**config.mk**
```make
export PLATFORM = sky130hd
export DESIGN_NAME = rgbhsi_cordic_stage
export DESIGN_NICKNAME = d
export VERILOG_FILES = /design/src/rgbhsi_pkg.sv /design/src/rgbhsi_cordic_stage.sv
export SDC_FILE = /design/constraint.sdc
export NUM_CORES = 1
export LEC_CHECK = 0
export ABC_AREA = 1
export BUFFER_PORTS_ARGS = -buffer_cell sky130_fd_sc_hd__buf_4
export CORE_MARGIN = 3
export CORE_UTILIZATION = 45
export DETAILED_ROUTE_END_ITERATION = 8
export GPL_TIMING_DRIVEN = 0
export PLACE_DENSITY = 0.67
export RECOVER_POWER = 100
export REMOVE_ABC_BUFFERS = 1
export SYNTH_ARGS = -nofsm -noshare
export SYNTH_HDL_FRONTEND = slang
export SYNTH_SLANG_ARGS = --single-unit
```
**constraint.sdc**
```tcl
create_clock -name clk -period 3.6 [get_ports clk]
set_input_delay 0 -clock clk [delete_from_list [all_inputs] [get_ports clk]]
set_output_delay 0 -clock clk [all_outputs]
set_load 0.02 [all_outputs]
```
**src/rgbhsi_pkg.sv**
```systemverilog
`timescale 1ns / 1ps
`default_nettype none
// -----------------------------------------------------------------------------
// RGB to HSI shared definitions
// CORDIC arctangent table, widths and helper constants for the converter.
// -----------------------------------------------------------------------------
package rgbhsi_pkg;

  localparam int unsigned ANGLE_BITS_DEF = 12;
  localparam int unsigned ROT_STEPS      = 28;
  localparam int unsigned CW             = 34;   // CORDIC x/y width
  localparam int unsigned ZW             = 34;   // angle accumulator width
  localparam int unsigned SQRT3_Q16      = 113512;
  localparam int unsigned FRAC_BITS      = 12;
  // Dividend/divisor widths for the saturation divider.
  localparam int unsigned SAT_NW         = 24;
  localparam int unsigned SAT_DW         = 11;
  localparam int unsigned SAT_QW         = 13;

  // Per-pixel control that travels beside the CORDIC datapath.
  typedef struct packed {
    logic       gray_gb;   // green equals blue
    logic       xneg;      // 2r-g-b is negative
    logic       dneg;      // green below blue
  } hue_ctl_t;

  function automatic logic [ZW-1:0] atan_turn(input int unsigned i);
    logic [31:0] t;
    case (i)
      0:  t = 32'h20000000; 1:  t = 32'h12E4051E; 2:  t = 32'h09FB385B;
      3:  t = 32'h051111D4; 4:  t = 32'h028B0D43; 5:  t = 32'h0145D7E1;
      6:  t = 32'h00A2F61E; 7:  t = 32'h00517C55; 8:  t = 32'h0028BE53;
      9:  t = 32'h00145F2F; 10: t = 32'h000A2F98; 11: t = 32'h000517CC;
      12: t = 32'h00028BE6; 13: t = 32'h000145F3; 14: t = 32'h0000A2FA;
      15: t = 32'h0000517D; 16: t = 32'h000028BE; 17: t = 32'h0000145F;
      18: t = 32'h00000A30; 19: t = 32'h00000518; 20: t = 32'h0000028C;
      21: t = 32'h00000146; 22: t = 32'h000000A3; 23: t = 32'h00000051;
      24: t = 32'h00000029; 25: t = 32'h00000014; 26: t = 32'h0000000A;
      27: t = 32'h00000005;
      default: t = 32'h0;
    endcase
    return {{(ZW-32){1'b0}}, t};
  endfunction

endpackage
`default_nettype wire

```
**src/rgbhsi_cordic_stage.sv**
```systemverilog
`timescale 1ns / 1ps
`default_nettype none
// -----------------------------------------------------------------------------
// RGB to HSI CORDIC stage
// One registered vectoring rotation with a fixed shift, holding under stall.
// -----------------------------------------------------------------------------
module rgbhsi_cordic_stage #(
  parameter int unsigned STEP = 0
) (
  input  wire logic                       clk,
  input  wire logic                       rst_n,
  input  wire logic                       adv,
  input  wire logic                       vld_in,
  input  wire logic signed [rgbhsi_pkg::CW-1:0] x_in,
  input  wire logic signed [rgbhsi_pkg::CW-1:0] y_in,
  input  wire logic signed [rgbhsi_pkg::ZW-1:0] z_in,
  output logic                            vld_out,
  output logic signed [rgbhsi_pkg::CW-1:0] x_out,
  output logic signed [rgbhsi_pkg::CW-1:0] y_out,
  output logic signed [rgbhsi_pkg::ZW-1:0] z_out
);
  import rgbhsi_pkg::*;

  logic signed [CW-1:0] x_nxt, y_nxt, dx, dy;
  logic signed [ZW-1:0] z_nxt, tv;

  // Arithmetic right shift is the floor shift of the model.
  always_comb begin
    dx = y_in >>> STEP;
    dy = x_in >>> STEP;
    tv = signed'(atan_turn(STEP));
    if (y_in > 0) begin
      x_nxt = x_in + dx;
      y_nxt = y_in - dy;
      z_nxt = z_in + tv;
    end else begin
      x_nxt = x_in - dx;
      y_nxt = y_in + dy;
      z_nxt = z_in - tv;
    end
  end

  always_ff @(posedge clk) begin
    if (!rst_n) begin
      vld_out <= 1'b0;
    end else if (adv) begin
      vld_out <= vld_in;
    end
  end

  always_ff @(posedge clk) begin
    if (adv) begin
      x_out <= x_nxt;
      y_out <= y_nxt;
      z_out <= z_nxt;
    end
  end

endmodule
`default_nettype wire

```
# Yosys cells after proc, flatten, opt, wreduce, memory -nomap -nowiden
# Cells that the tools add are included.
[word_totals]
elab_cells = 13
latch_bits = 0
ramBits = 0
n_memories = 0
ff_bits = 103
rom_bits = 0
[op_classes]
div = 0
n_bitwise = 0
add_sub_neg = 5
eq_ne = 0
n_mul = 0
n_mux = 3
order_cmp = 1
shifts = 0
reduce_logical = 0
[ops]
columns = ["op", "count"]
rows = [
  ["34-bit two-way mux", 3],
  ["34-bit subtractor", 2],
  ["34-bit by 31-bit adder with 34-bit output (second input constant)", 1],
  ["34-bit adder", 1],
  ["34-bit by 1-bit > comparator with 1-bit output (second input constant)", 1],
  ["34-bit by 31-bit subtractor with 34-bit output (second input constant)", 1],
]

# Logic depth before layout (Yosys ltp)
[logic_depth]
ltp_word = 2
ltp_mapped = 18
depth_no_buf = 17

# Worst setup path before layout
# OpenSTA, ideal clock, no wires.
[synth_path]
path_type = "input to register"
start = "input y_in[1] in the netlist's numbering"
end = "register z_out[33] in the netlist's numbering, data pin"
setup_time_ps = 260
t_arrival_ps = 1613
t_required_ps = 3340
setup_slack_ps = 1727
stages = 12
cell_sequence = "inv_1 > nand3_1 > nor3_1 > nand4_1 > nand2_1 > buf_4 > buf_4 > ha_1 > a21oi_1 > nand2_1 > xnor2_1 > xnor2_1"
[synth_via]
elab_chain_cells = 2
[synth_lines]
columns = ["item", "line", "text"]
rows = [
  ["start, declared", "rgbhsi_cordic_stage.sv:15", "input wire logic signed [rgbhsi_pkg::CW-1:0] y_in,"],
  ["34-bit by 1-bit > comparator with 1-bit output", "rgbhsi_cordic_stage.sv:32", "if (y_in > 0) begin"],
  ["34-bit two-way mux", "rgbhsi_cordic_stage.sv:32", ""],
  ["via z_nxt[33]", "rgbhsi_cordic_stage.sv:25", "logic signed [ZW-1:0] z_nxt, tv;"],
  ["end signal, assigned", "rgbhsi_cordic_stage.sv:55", "z_out <= z_nxt;"],
  ["end, declared", "rgbhsi_cordic_stage.sv:20", "output logic signed [rgbhsi_pkg::ZW-1:0] z_out"],
]
# The timed path passes the listed nets, and every way through them passes these cells.
# A chain may end at the register's enable or synchronous reset.

# Worst setup path in the final report
[layout_path]
start = "input y_in[5] in the netlist's numbering"
end = "register y_out[10] in the netlist's numbering, data pin"
[layout_via]
elab_chain_cells = 2
word_cells_on_any_way = 4
[layout_lines]
columns = ["item", "line", "text"]
rows = [
  ["34-bit adder (tied with other cells)", "rgbhsi_cordic_stage.sv:38", "y_nxt = y_in + dy;"],
  ["34-bit two-way mux *", "rgbhsi_cordic_stage.sv:32", ""],
  ["via y_nxt[10]", "rgbhsi_cordic_stage.sv:24", "logic signed [CW-1:0] x_nxt, y_nxt, dx, dy;"],
  ["end signal, assigned", "rgbhsi_cordic_stage.sv:54", "y_out <= y_nxt;"],
  ["end, declared", "rgbhsi_cordic_stage.sv:19", "output logic signed [rgbhsi_pkg::CW-1:0] y_out,"],
]
# Mark *: on every way through the listed nets, which the timed path passes. The rest lies on a longest branch.

==> results.md <==
- Die W: 159.6 µm
- DRT iter0 DRCs: 649
- First drt pass iteration count: 5
- Critical Path AT: 2.84 ns
- DR vias: 10790
- Hold path endpoint: x_out[0]$_DFFE_PP_
- Setup-failing EPs final: 0
- Leakage power: 5.989 nW
- Max incr delay on CP: 0.75 ns
- CTS Sinks: 102
- Placed cells: 2009
- Place WS: 0.4456 ns
- Peak Freq: 361.7 MHz
- Number of synthesized register bits: 102
- Number of diodes: 0
- Rel. slew slack: -65.06%
- Overall Global Routing Usage: 28.52%
- Drt via density: 5.241
- Yosys warnings: 0
- Max FO, Critical Path: 80
- Clk_lat worst skew: 0.37 ns
- Total gr overflow: 0
- CP Data Required Time: 3.68 ns
- Nets: 1952
- Remaining routing DRC violations: 0
- Initial antenna violation count: 0
- Largest net degree at the start of global routing: 104
- Crit-path slowest cell: nand2_4
- RSZ-0062 raised after global routing: no
- Final HPWL DP: 30210 µm
- Synth Cell Area: 10620 µm²
- Number of synthesized flops with an enable pin: 101
- Total power: 4.387 mW
- Post-synth cell types: 43
- Type of the worst setup path: in -> reg
- Die height: 159.6 µm
- Post-Syn Instances: 1528
- Slew Viols, Final: 104
- Worst R2R End: vld_out$_SDFFE_PN0P_
- Die area: 25470 µm²
- CTS tree: done
- DR WL/cell: 18.02 µm
- Max Cap Viol: 1
- WHS: 0.01779 ns
- Hold Startpoint: y_in[0]
- Worst VDD drop: 0.0002125 V
- Routed WL: 37080 µm
- Status: complete, but fails checks
- Root Driver: clkbuf_16
- Actual slew at the worst max-slew pin: 2.476 ns
- Initial cell density of the core: 46.33%
- Hold Crit Class: in -> reg
- Post-route insts no fill: 2058
- Num rows: 55
- Most frequent cells in the layout: nand2_1 (405), inv_1 (199), nand3_1 (139), nor2_1 (136), a21oi_1 (119)
- Ports: 209
- Seq/Total Area, Yosys: 28.76%
- Clock period minus worst slack: 2.765 ns
- Pwr Density: 350.4 nW/µm²
- Hold Crit Depth: 3
- Cts bufs inserted: 9
- Fin. Hold Viols: 0
- H-tree levels: 3
- R2r worst-path depth: 3
- Core Region: 22920 µm²
- Resized Gates After CTS: 0
- Vias in the first global route: 10450
- Fillers: 2401
- First-pass GRT wire length: 57340 µm
- Primary FF master, synth: edfxtp_1
- Final setup margin: 0.8355 ns
- Reg2Reg Setup Slack: 2.30 ns
- Placed Area: 12290 µm²
- Area growth, synth to finish: 17.95%
- Reg2Reg Launch Point: vld_out$_SDFFE_PN0P_
- Worst setup EP type: flip-flop
- CP Cell Sequence: clkbuf_1 -> inv_1 -> nand4_1 -> nor3_1 -> nand4_1 -> nand2_4 -> inv_2 -> o21ai_0 -> o21ai_0
- Synth async-reset ratio: 0%
- Number of port buffers: 208
- Clock Skew: 0 ns
- Placer Congestion: 0.9284
- Violated checks: max-capacitance violations, max-slew violations
- Clk slew on worst S/H paths: 0.09 ns
- Max Buffers Root-to-Sink: 2
- Period utilization: 76.79%
- Crit path from: y_in[5]
- Layout cell share with drive strength beyond 1: 10.77%
- Design area: 12520 µm²
- Commonest non-fill, non-tap cell in the layout: nand2_1
- DRT antenna net count: 0
- Util after Layout: 54.64%
- Startpoint Class: primary input
- Syn_area_per_cell: 6.948 µm²
- Setup TNS: 0 ns
## metal layers
metal  global-route usage (%)  routed length [µm]  up-vias
li1                         -                   -     5427
met1                    40.25               17510     4960
met2                    46.70               16750      355
met3                    3.122                2015       45
met4                    7.402                 807        0
met5                        0                   0        -
## state kept, by name (all words and copies together) (netlist names)
| register | cells |
|---|---|
| vld_out | 1 |
| x_out | 34 |
| y_out | 33 |
| z_out | 34 |
## how the worst max path moves through the flow
stage,end,slack [ns]
3_5_place_dp,x_out[26]$_DFFE_PP_,0.45
6_report,y_out[10]$_DFFE_PP_,0.84
3_3_place_gp,x_out[26]$_DFFE_PP_,-1.48
2_1_floorplan,y_out[10]$_DFFE_PP_,0.64
4_1_cts,y_out[10]$_DFFE_PP_,0.82
5_1_grt,y_out[10]$_DFFE_PP_,0.51
## logic make-up (layout without fill, tap and decap cells)
family	after synthesis	in the layout	synth area share (%)
buffers and inverters	255	472	10.29
AOI/OAI and AO/OA	260	260	13.55
xor gates and xnor gates	39	39	3.217
and+or+nand+nor	763	763	31.13
adders and majority gates	106	106	12.78
DFF	102	102	28.76
muxes	3	3	0.2829
## report_power, final
part           switching, mW  internal (mW)
sequential            0.0379           1.50
combinational           1.24          0.548
clock                  0.569          0.495
## cell type report
class	instances	area, µm²	share of cell area, %
sequential	102	3053	24.38
multi-input combinational	1171	6479	51.74
clock buffer	9	225.2	1.799
inverter	215	807.0	6.445
tap	313	391.6	3.128
clock inverter	7	75.07	0.5995
timing repair buffer	241	1491	11.91
## synth_stat cells, types with 16 or more instances
cell,number,area share (%)
nand4_1,22,1.3
inv_2,16,0.57
nor2_1,136,4.8
xor2_1,37,3.1
buf_4,17,1.2
nand2_2,17,1.0
o21ai_0,79,3.7
inv_1,199,7.0
edfxtp_1,101,29
nand3_1,139,6.6
ha_1,102,12
a21oi_1,119,5.6
nand2_1,406,14
## worst max-delay path, delay by kind of cell
kind            cells  cell delay [ns]
simple gates        4             1.48
buf+inv             3             0.96
compound gates      2             0.36
## what timing repair did
item	in CTS	in global routing
setup buffers	0	0
hold buffers	33	0
endpoints found under the hold margin	32	0
Note: power is estimated with default switching activity, not from simulation.
